`config.mk`:
```
export PLATFORM = sky130hd
export DESIGN_NAME = md5_message_digest_top
export DESIGN_NICKNAME = d
export VERILOG_FILES = /design/src/hw/rtl/md5md_pkg.sv /design/src/hw/rtl/md5md_engine.sv /design/src/hw/rtl/md5_message_digest_top.sv
export VERILOG_INCLUDE_DIRS = /design/src /design/src/hw/rtl
export SDC_FILE = /design/constraint.sdc
export NUM_CORES = 2
export LEC_CHECK = 0
export BUFFER_PORTS_ARGS = -buffer_cell sky130_fd_sc_hd__buf_2
export CORE_MARGIN = 2
export CORE_UTILIZATION = 47
export DETAILED_ROUTE_END_ITERATION = 8
export SYNTH_ARGS = -nofsm -noshare
export SYNTH_HDL_FRONTEND = slang
export SYNTH_SLANG_ARGS = --single-unit
export TNS_END_PERCENT = 100
```
`constraint.sdc`:
```
create_clock -name clk_i -period 11 [get_ports clk_i]
set_input_delay 1.65 -clock clk_i [delete_from_list [all_inputs] [get_ports clk_i]]
set_output_delay 1.65 -clock clk_i [all_outputs]
set_load 0.01 [all_outputs]
```
`src/hw/rtl/md5_message_digest_top_assert.svh`:
```
// Assertion macros shared by the MD5 block's RTL.
// Expects clk_i and rst_ni in the scope of the including module.
`ifndef MD5_MESSAGE_DIGEST_TOP_ASSERT_SVH
`define MD5_MESSAGE_DIGEST_TOP_ASSERT_SVH

// Checks the consequent in the same cycle as the antecedent.
`define MD5MD_ASSERT_SAME(lbl, ante, cons, msg) \
  lbl: assert property (@(posedge clk_i) disable iff (!rst_ni) (ante) |-> (cons)) \
    else $error(msg);

// Checks the consequent in the cycle after the antecedent.
`define MD5MD_ASSERT_NEXT(lbl, ante, cons, msg) \
  lbl: assert property (@(posedge clk_i) disable iff (!rst_ni) (ante) |=> (cons)) \
    else $error(msg);

`endif

```
`src/hw/rtl/md5md_pkg.sv`:
```
// Package for the MD5 block: initial values, step constants and step functions.
// Used by md5md_engine and md5_message_digest_top; depends on nothing.
`timescale 1ns / 1ps

package md5md_pkg;

  localparam logic [31:0] IV_A = 32'h67452301;
  localparam logic [31:0] IV_B = 32'hefcdab89;
  localparam logic [31:0] IV_C = 32'h98badcfe;
  localparam logic [31:0] IV_D = 32'h10325476;

  localparam logic [31:0] MD5_K [64] = '{
    32'hd76aa478, 32'he8c7b756, 32'h242070db, 32'hc1bdceee,
    32'hf57c0faf, 32'h4787c62a, 32'ha8304613, 32'hfd469501,
    32'h698098d8, 32'h8b44f7af, 32'hffff5bb1, 32'h895cd7be,
    32'h6b901122, 32'hfd987193, 32'ha679438e, 32'h49b40821,
    32'hf61e2562, 32'hc040b340, 32'h265e5a51, 32'he9b6c7aa,
    32'hd62f105d, 32'h02441453, 32'hd8a1e681, 32'he7d3fbc8,
    32'h21e1cde6, 32'hc33707d6, 32'hf4d50d87, 32'h455a14ed,
    32'ha9e3e905, 32'hfcefa3f8, 32'h676f02d9, 32'h8d2a4c8a,
    32'hfffa3942, 32'h8771f681, 32'h6d9d6122, 32'hfde5380c,
    32'ha4beea44, 32'h4bdecfa9, 32'hf6bb4b60, 32'hbebfbc70,
    32'h289b7ec6, 32'heaa127fa, 32'hd4ef3085, 32'h04881d05,
    32'hd9d4d039, 32'he6db99e5, 32'h1fa27cf8, 32'hc4ac5665,
    32'hf4292244, 32'h432aff97, 32'hab9423a7, 32'hfc93a039,
    32'h655b59c3, 32'h8f0ccc92, 32'hffeff47d, 32'h85845dd1,
    32'h6fa87e4f, 32'hfe2ce6e0, 32'ha3014314, 32'h4e0811a1,
    32'hf7537e82, 32'hbd3af235, 32'h2ad7d2bb, 32'heb86d391
  };

  localparam logic [4:0] MD5_ROT [16] = '{
    5'd7, 5'd12, 5'd17, 5'd22, 5'd5, 5'd9, 5'd14, 5'd20,
    5'd4, 5'd11, 5'd16, 5'd23, 5'd6, 5'd10, 5'd15, 5'd21
  };

  typedef struct packed {
    logic start;
    logic reinit;
  } md5md_ctrl_t;

  typedef struct packed {
    logic busy;
  } md5md_stat_t;

  function automatic logic [3:0] md5_g(input logic [5:0] step);
    logic [3:0] s;
    logic [3:0] g;
    s = step[3:0];
    unique case (step[5:4])
      2'd0: g = s;
      2'd1: g = 4'(s + {s[1:0], 2'b00} + 4'd1);
      2'd2: g = 4'(s + {s[2:0], 1'b0} + 4'd5);
      default: g = 4'({s[0], 3'b000} - s);
    endcase
    return g;
  endfunction

  function automatic logic [31:0] md5_f(input logic [1:0] rnd, input logic [31:0] b,
                                        input logic [31:0] c, input logic [31:0] d);
    logic [31:0] f;
    unique case (rnd)
      2'd0: f = d ^ (b & (c ^ d));
      2'd1: f = c ^ (d & (b ^ c));
      2'd2: f = b ^ c ^ d;
      default: f = c ^ (b | ~d);
    endcase
    return f;
  endfunction

  function automatic logic [31:0] md5_rotl(input logic [31:0] x, input logic [4:0] r);
    logic [63:0] w;
    w = {x, x} << r;
    return w[63:32];
  endfunction

endpackage

```
`src/hw/rtl/md5md_engine.sv`:
```
// MD5 compression engine: one step per cycle over all 64 steps, plus the chaining words.
// Depends on md5md_pkg; reads the block buffer held in md5_message_digest_top.
`timescale 1ns / 1ps

module md5md_engine import md5md_pkg::*; (
  input  logic              clk_i,
  input  logic              rst_ni,
  input  md5md_ctrl_t       ctrl_i,
  output md5md_stat_t       stat_o,
  output logic [3:0]        rd_idx_o,
  input  logic [31:0]       rd_word_i,
  output logic [3:0][31:0]  chain_o
);

  localparam logic [1:0] E_IDLE = 2'd0;
  localparam logic [1:0] E_PREP = 2'd1;
  localparam logic [1:0] E_STEP = 2'd2;
  localparam logic [1:0] E_ACC  = 2'd3;

  logic [1:0]        state_q, state_d;
  logic [5:0]        step_q, step_d;
  logic [5:0]        step_nxt;
  logic [5:0]        fetch_step;
  logic [3:0][31:0]  chain_q, chain_d;
  logic [31:0]       a_q, b_q, c_q, d_q;
  logic [31:0]       km_q, km_d;
  logic [31:0]       sum_t;
  logic [31:0]       new_b;

  assign step_nxt   = step_q + 6'd1;
  assign fetch_step = (state_q == E_STEP) ? step_nxt : 6'd0;
  assign rd_idx_o   = md5_g(fetch_step);
  assign km_d       = rd_word_i + MD5_K[fetch_step];

  assign sum_t = a_q + md5_f(step_q[5:4], b_q, c_q, d_q) + km_q;
  assign new_b = b_q + md5_rotl(sum_t, MD5_ROT[{step_q[5:4], step_q[1:0]}]);

  assign stat_o.busy = (state_q != E_IDLE);
  assign chain_o     = chain_q;

  always_comb begin
    state_d = state_q;
    step_d  = step_q;
    chain_d = chain_q;
    unique case (state_q)
      E_IDLE: begin
        if (ctrl_i.start) begin
          state_d = E_PREP;
        end
        if (ctrl_i.reinit) begin
          chain_d = {IV_D, IV_C, IV_B, IV_A};
        end
      end
      E_PREP: begin
        step_d  = 6'd0;
        state_d = E_STEP;
      end
      E_STEP: begin
        step_d = step_nxt;
        if (step_q == 6'd63) begin
          state_d = E_ACC;
        end
      end
      E_ACC: begin
        chain_d[0] = chain_q[0] + a_q;
        chain_d[1] = chain_q[1] + b_q;
        chain_d[2] = chain_q[2] + c_q;
        chain_d[3] = chain_q[3] + d_q;
        state_d    = E_IDLE;
      end
      default: state_d = E_IDLE;
    endcase
  end

  always_ff @(posedge clk_i or negedge rst_ni) begin
    if (!rst_ni) begin
      state_q <= E_IDLE;
      step_q  <= 6'd0;
      chain_q <= {IV_D, IV_C, IV_B, IV_A};
    end else begin
      state_q <= state_d;
      step_q  <= step_d;
      chain_q <= chain_d;
    end
  end

  always_ff @(posedge clk_i) begin
    km_q <= km_d;
    if (state_q == E_PREP) begin
      a_q <= chain_q[0];
      b_q <= chain_q[1];
      c_q <= chain_q[2];
      d_q <= chain_q[3];
    end else if (state_q == E_STEP) begin
      a_q <= d_q;
      b_q <= new_b;
      c_q <= b_q;
      d_q <= c_q;
    end
  end

endmodule

```
`src/hw/rtl/md5_message_digest_top.sv`:
```
// MD5 message digest top level: word intake, block buffer, padding and digest output.
// Depends on md5md_pkg, md5md_engine and md5_message_digest_top_assert.svh.
//
// Usage: a message enters on the input channel as little-endian 32-bit words, one
// transaction per word, each with a byte count and an end-of-message flag. A word is
// taken when in_valid_i is high and in_stall_o is low. The block raises in_stall_o
// whenever it is busy padding, compressing or delivering a digest.
// A word that does not complete a 16-word block is simply stored. The sixteenth word
// starts a compression in the shared step unit, one MD5 step per cycle, and the block
// stalls through a load step, 64 MD5 steps, a feed-forward step and a hand-back step;
// no new word is taken until the compression is through.
// The final word adds one padding word per cycle up to the block end and one or two
// compressions, after which the digest leaves as four transactions a, b, c, d, one
// per cycle while the receiver does not stall, with final_word_o set on the fourth.
// When the receiver stalls, the digest word on the output holds until it is taken.
// Reset puts the chaining words at the MD5 initial values and empties the buffer;
// after the fourth digest word the block returns to that state for the next message.
`timescale 1ns / 1ps
`include "md5_message_digest_top_assert.svh"

module md5_message_digest_top import md5md_pkg::*; (
  input  logic        clk_i,
  input  logic        rst_ni,
  input  logic        in_valid_i,
  output logic        in_stall_o,
  input  logic [31:0] data_word_i,
  input  logic [2:0]  byte_count_i,
  input  logic        end_of_message_i,
  output logic        out_valid_o,
  input  logic        out_stall_i,
  output logic [31:0] digest_word_o,
  output logic [1:0]  word_index_o,
  output logic        final_word_o
);

  localparam logic [1:0] T_IDLE = 2'd0;
  localparam logic [1:0] T_PAD  = 2'd1;
  localparam logic [1:0] T_WAIT = 2'd2;
  localparam logic [1:0] T_OUT  = 2'd3;

  logic [1:0]        state_q, state_d;
  logic [1:0]        ret_q, ret_d;
  logic [3:0]        fill_q, fill_d;
  logic [31:0]       len_q, len_d;
  logic [31:0]       pad_q, pad_d;
  logic              mark_q, mark_d;
  logic              lenw_q, lenw_d;
  logic [1:0]        idx_q, idx_d;
  logic [31:0]       buf_q [16];

  logic              in_acc;
  logic              out_acc;
  logic [2:0]        cnt_eff;
  logic [31:0]       pad_in;
  logic              push_en;
  logic [31:0]       push_word;
  logic              wrap;

  md5md_ctrl_t       eng_ctrl;
  md5md_stat_t       eng_stat;
  logic [3:0]        rd_idx;
  logic [31:0]       rd_word;
  logic [3:0][31:0]  chain;

  assign in_stall_o = (state_q != T_IDLE);
  assign in_acc     = in_valid_i && !in_stall_o;

  assign out_valid_o   = (state_q == T_OUT);
  assign out_acc       = out_valid_o && !out_stall_i;
  assign digest_word_o = chain[idx_q];
  assign word_index_o  = idx_q;
  assign final_word_o  = (idx_q == 2'd3);

  always_comb begin
    if (!end_of_message_i || byte_count_i > 3'd4) begin
      cnt_eff = 3'd4;
    end else begin
      cnt_eff = byte_count_i;
    end
  end

  always_comb begin
    unique case (cnt_eff)
      3'd3:    pad_in = {8'h80, data_word_i[23:0]};
      3'd2:    pad_in = {8'h00, 8'h80, data_word_i[15:0]};
      3'd1:    pad_in = {16'h0000, 8'h80, data_word_i[7:0]};
      default: pad_in = 32'h0000_0080;
    endcase
  end

  always_comb begin
    push_en   = 1'b0;
    push_word = data_word_i;
    if (state_q == T_IDLE) begin
      push_en = in_acc && (cnt_eff == 3'd4);
    end else if (state_q == T_PAD) begin
      push_en = 1'b1;
      if (mark_q) begin
        push_word = pad_q;
      end else if (fill_q == 4'd14) begin
        push_word = {len_q[28:0], 3'b000};
      end else begin
        push_word = 32'd0;
      end
    end
  end

  assign wrap            = push_en && (fill_q == 4'd15);
  assign eng_ctrl.start  = wrap;
  assign eng_ctrl.reinit = out_acc && (idx_q == 2'd3);

  always_comb begin
    state_d = state_q;
    ret_d   = ret_q;
    fill_d  = push_en ? fill_q + 4'd1 : fill_q;
    len_d   = len_q;
    pad_d   = pad_q;
    mark_d  = mark_q;
    lenw_d  = lenw_q;
    idx_d   = idx_q;
    unique case (state_q)
      T_IDLE: begin
        if (in_acc) begin
          len_d = len_q + {29'd0, cnt_eff};
          if (end_of_message_i) begin
            pad_d   = pad_in;
            mark_d  = 1'b1;
            lenw_d  = 1'b0;
            state_d = T_PAD;
          end
          if (wrap) begin
            ret_d   = end_of_message_i ? T_PAD : T_IDLE;
            state_d = T_WAIT;
          end
        end
      end
      T_PAD: begin
        if (mark_q) begin
          mark_d = 1'b0;
        end else if (fill_q == 4'd14) begin
          lenw_d = 1'b1;
        end
        if (wrap) begin
          ret_d   = lenw_q ? T_OUT : T_PAD;
          state_d = T_WAIT;
        end
      end
      T_WAIT: begin
        if (!eng_stat.busy) begin
          state_d = ret_q;
        end
      end
      T_OUT: begin
        if (out_acc) begin
          idx_d = idx_q + 2'd1;
          if (idx_q == 2'd3) begin
            len_d   = 32'd0;
            state_d = T_IDLE;
          end
        end
      end
      default: state_d = T_IDLE;
    endcase
  end

  always_ff @(posedge clk_i or negedge rst_ni) begin
    if (!rst_ni) begin
      state_q <= T_IDLE;
      ret_q   <= T_IDLE;
      fill_q  <= 4'd0;
      len_q   <= 32'd0;
      mark_q  <= 1'b0;
      lenw_q  <= 1'b0;
      idx_q   <= 2'd0;
    end else begin
      state_q <= state_d;
      ret_q   <= ret_d;
      fill_q  <= fill_d;
      len_q   <= len_d;
      mark_q  <= mark_d;
      lenw_q  <= lenw_d;
      idx_q   <= idx_d;
    end
  end

  always_ff @(posedge clk_i) begin
    pad_q <= pad_d;
    if (push_en) begin
      buf_q[fill_q] <= push_word;
    end
  end

  assign rd_word = buf_q[rd_idx];

  md5md_engine u_engine (
    .clk_i     (clk_i),
    .rst_ni    (rst_ni),
    .ctrl_i    (eng_ctrl),
    .stat_o    (eng_stat),
    .rd_idx_o  (rd_idx),
    .rd_word_i (rd_word),
    .chain_o   (chain)
  );

  `MD5MD_ASSERT_SAME(a_start_idle, eng_ctrl.start, !eng_stat.busy, "Compression started while the engine was busy.")
  `MD5MD_ASSERT_NEXT(a_start_busy, eng_ctrl.start, eng_stat.busy && state_q == T_WAIT, "Engine did not take up a compression.")
  `MD5MD_ASSERT_SAME(a_out_empty, state_q == T_OUT, fill_q == 4'd0 && !mark_q, "Digest offered with a partly filled block.")
  `MD5MD_ASSERT_NEXT(a_out_last, out_acc && idx_q == 2'd3, state_q == T_IDLE && idx_q == 2'd0 && len_q == 32'd0, "Block not ready for a new message after the digest.")

endmodule
```
==> flow_metrics.tcl <==
set metrics [dict create \
    maxCapViolations 0 \
    holdWs_ns 0.4775 \
    r2r_cells 34 \
    yosysMostFrequentCell "edfxtp_1" \
    yosys_warnings 0 \
    holdPathStages 2 \
    crit_path_max_incr_delay_ns 1.06 \
    dieArea_um2 116700 \
    postSynthCellCount 4927 \
    arrival_ns 10.07 \
    cts_tree "done" \
    r2r-end "u_engine.b_q[30]$_DFFE_PP_" \
    worst_pin_slew_ns 1.166 \
    die_h_um 341.7 \
    syn_nets 5261 \
    path_max_fanout 76 \
    hpwl_um 113400 \
    ys_seq_area_share_pct 46.87 \
    antenna_found_initial 6 \
    worstSetupStartpoint "u_engine.step_q[4]$_DFFE_PN0P_" \
    rsz0062_at_grt "no" \
    first_global_vias 38890 \
    cts_hold_buf 0 \
    max-slew-margin-rel_pct 22.23 \
    grt_usage_pct 27.77 \
    start_kind "register" \
    routed_wl_um 162900 \
    synth_edf_count 665 \
    place_congestion 0.9719 \
    htree_num_levels 3 \
    area_delta_synth_final_pct 10.24 \
    drv_slew 0 \
    synthFlopType "edfxtp_1" \
    ios 77 \
    io_buffers 76 \
    setup_viol 0 \
    cts_resized 0 \
    min-delay-start "ret_q[1]$_DFFE_PN0P_" \
    die_x_um 341.7 \
    period_needed_ns 9.672 \
    core_um2 112800 \
    reg2reg_slack_ns 1.33 \
    post_cts_buffers 0 \
    post-route-util_pct 52.37 \
    grt_max_degree 86 \
    yosysTopAreaCell "edfxtp_1" \
    hold_violations 0 \
    clk_pin_slew_ns 0.06 \
    holdCritPathClass "register to register" \
    vias 40200 \
    clk_path_buf_depth 3 \
    clkSinkCount 874 \
    async_flop_share_pct 20.25 \
    ys_top_cells_by_count "edfxtp_1 (665), nand2_1 (470), a21oi_1 (418), o21ai_0 (338), nor2_1 (322)" \
    cts_root_buffer "clkbuf_16" \
    wl_per_cell_um 24.94 \
    synth_seq_cells 874 \
    ant_nets 0 \
    fin_nets 5286 \
    end_kind "register" \
    viasPerCell 6.154 \
    synth_top_area_share_pct 37.26 \
    min_period_over_period_pct 87.93 \
    overflow 0 \
    remaining_drc_errors 0 \
    cts_buffers 96 \
    fmax_mhz 103.4 \
    firstDrtPassIters 6 \
    num_rows 123 \
    place_area_um2 55930 \
    n_antenna_cell 0 \
    drt_iter0_drc 3985 \
    holdPathEnd "ret_q[1]$_DFFE_PN0P_" \
    synth_cell_types 101 \
    start_util_pct 47.50 \
    skew_ns 0.06225 \
    grt_pass1_wl_um 246400 \
    worstPathRequired_ns 11.40 \
    avgSynthCellArea_um2 10.88 \
    drive_gt1_share_pct 14.58 \
    status "completed" \
    tns_ns 0 \
    synth_area_um2 53590 \
    synthTopCellsByArea "edfxtp_1 (37%), mux4_2 (6.9%), ha_1 (5.9%)" \
    clock_latency_ns 0.71 \
    fin_area_um2 59070 \
    r2r_start "u_engine.step_q[4]$_DFFE_PN0P_" \
    slowest_stage "dfrtp_4" \
    critical_path_class "register to register" \
]
-- flip-flops by register name, indices dropped and copies added, names as in the netlist --
| name | count |
|---|---|
| u_engine.state_q | 2 |
| u_engine.b_q | 32 |
| u_engine.c_q | 32 |
| ret_q | 2 |
| u_engine.a_q | 32 |
| mark_q | 1 |
| u_engine.km_q | 32 |
| word_index_o | 2 |
| u_engine.chain_o | 128 |
| u_engine.d_q | 32 |
| pad_q | 25 |
| fill_q | 4 |
| len_q | 29 |
| lenw_q | 1 |
| u_engine.step_q | 6 |
| buf_q | 512 |
| state_q | 2 |
-- layout make-up --
type                            count  area (um^2)
Timing Repair Buffer              191         1303
Tap cell                         1500         1877
Inverter                          226        848.3
Clock buffer                      125         2572
Fill cell                        9976        53730
Sequential cell                   874        25130
Multi-Input combinational cell   3563        26770
Clock inverter                     54        573.1
-- per-layer routing --
| metal | up-vias | GRT usage (%) | share of wire, % |
|---|---|---|---|
| met1 | 19950 | 37.24 | 42 |
| li1 | 18530 | - | - |
| met3 | 311 | 3.744 | 6.1 |
| met4 | 6 | 9.829 | 3.7 |
| met5 | - | 0 | 0.025 |
| met2 | 1407 | 46.26 | 48 |
-- worst max-delay path by stage --
stage,end,slack [ns],cells past startpoint
finish,u_engine.b_q[30]$_DFFE_PP_,1.33,34
floorplan,u_engine.b_q[30]$_DFFE_PP_,2.86,37
CTS,u_engine.b_q[30]$_DFFE_PP_,1.53,34
global route,u_engine.b_q[30]$_DFFE_PP_,0.59,34
detailed placement,u_engine.b_q[30]$_DFFE_PP_,1.53,34
global placement,u_engine.b_q[30]$_DFFE_PP_,1.64,34
-- cell usage in the layout (no fill, tap or decap), types with 39 or more instances in the layout --
master,count
o211ai_1,45
ha_1,252
mux2i_1,77
dfstp_2,64
o21ai_0,329
a211oi_1,67
o221ai_1,39
a21oi_1,416
xnor2_1,117
nor2_1,320
inv_1,221
a21o_1,102
dfrtp_1,109
xor2_1,135
buf_2,75
nand2b_1,43
buf_4,111
nand2_1,470
clkbuf_16,97
mux4_2,165
nor2b_1,51
edfxtp_1,665
mux2_2,85
nand3_1,124
nor3_1,69
fa_1,40
a31oi_1,66
-- cell families after synthesis --
kind of cell,Yosys count,synth area share [%]
AO/OA/AOI/OAI,1393,16.47
XOR/XNOR,256,4.210
adder cells (fa/ha/maj),324,7.985
buffers and inverters,490,3.540
flip-flops,874,46.87
multiplexers,329,10.21
AND/OR/NAND/NOR,1261,10.71
-- metrics by stage --
step,std cells,worst slack [ns]
2_1_floorplan,4927,2.862
3_3_place_gp,6354,1.640
3_5_place_dp,6354,1.534
4_1_cts,6533,1.527
5_1_grt,6533,0.5918
6_report,6533,1.328
-- critical path, delay by kind of cell (launching register included) --
family,cells,cell delay [ns]
flip-flops,1,1.06
AND/OR/NAND/NOR,3,0.52
AO/OA/AOI/OAI,21,4.78
adder cells (fa/ha/maj),4,1.71
multiplexers,1,0.12
XOR/XNOR,3,0.57
buffers and inverters,2,0.50
Power is not shown: default switching activity piles up to over one toggle a cycle in this logic, so the estimate is an artifact.
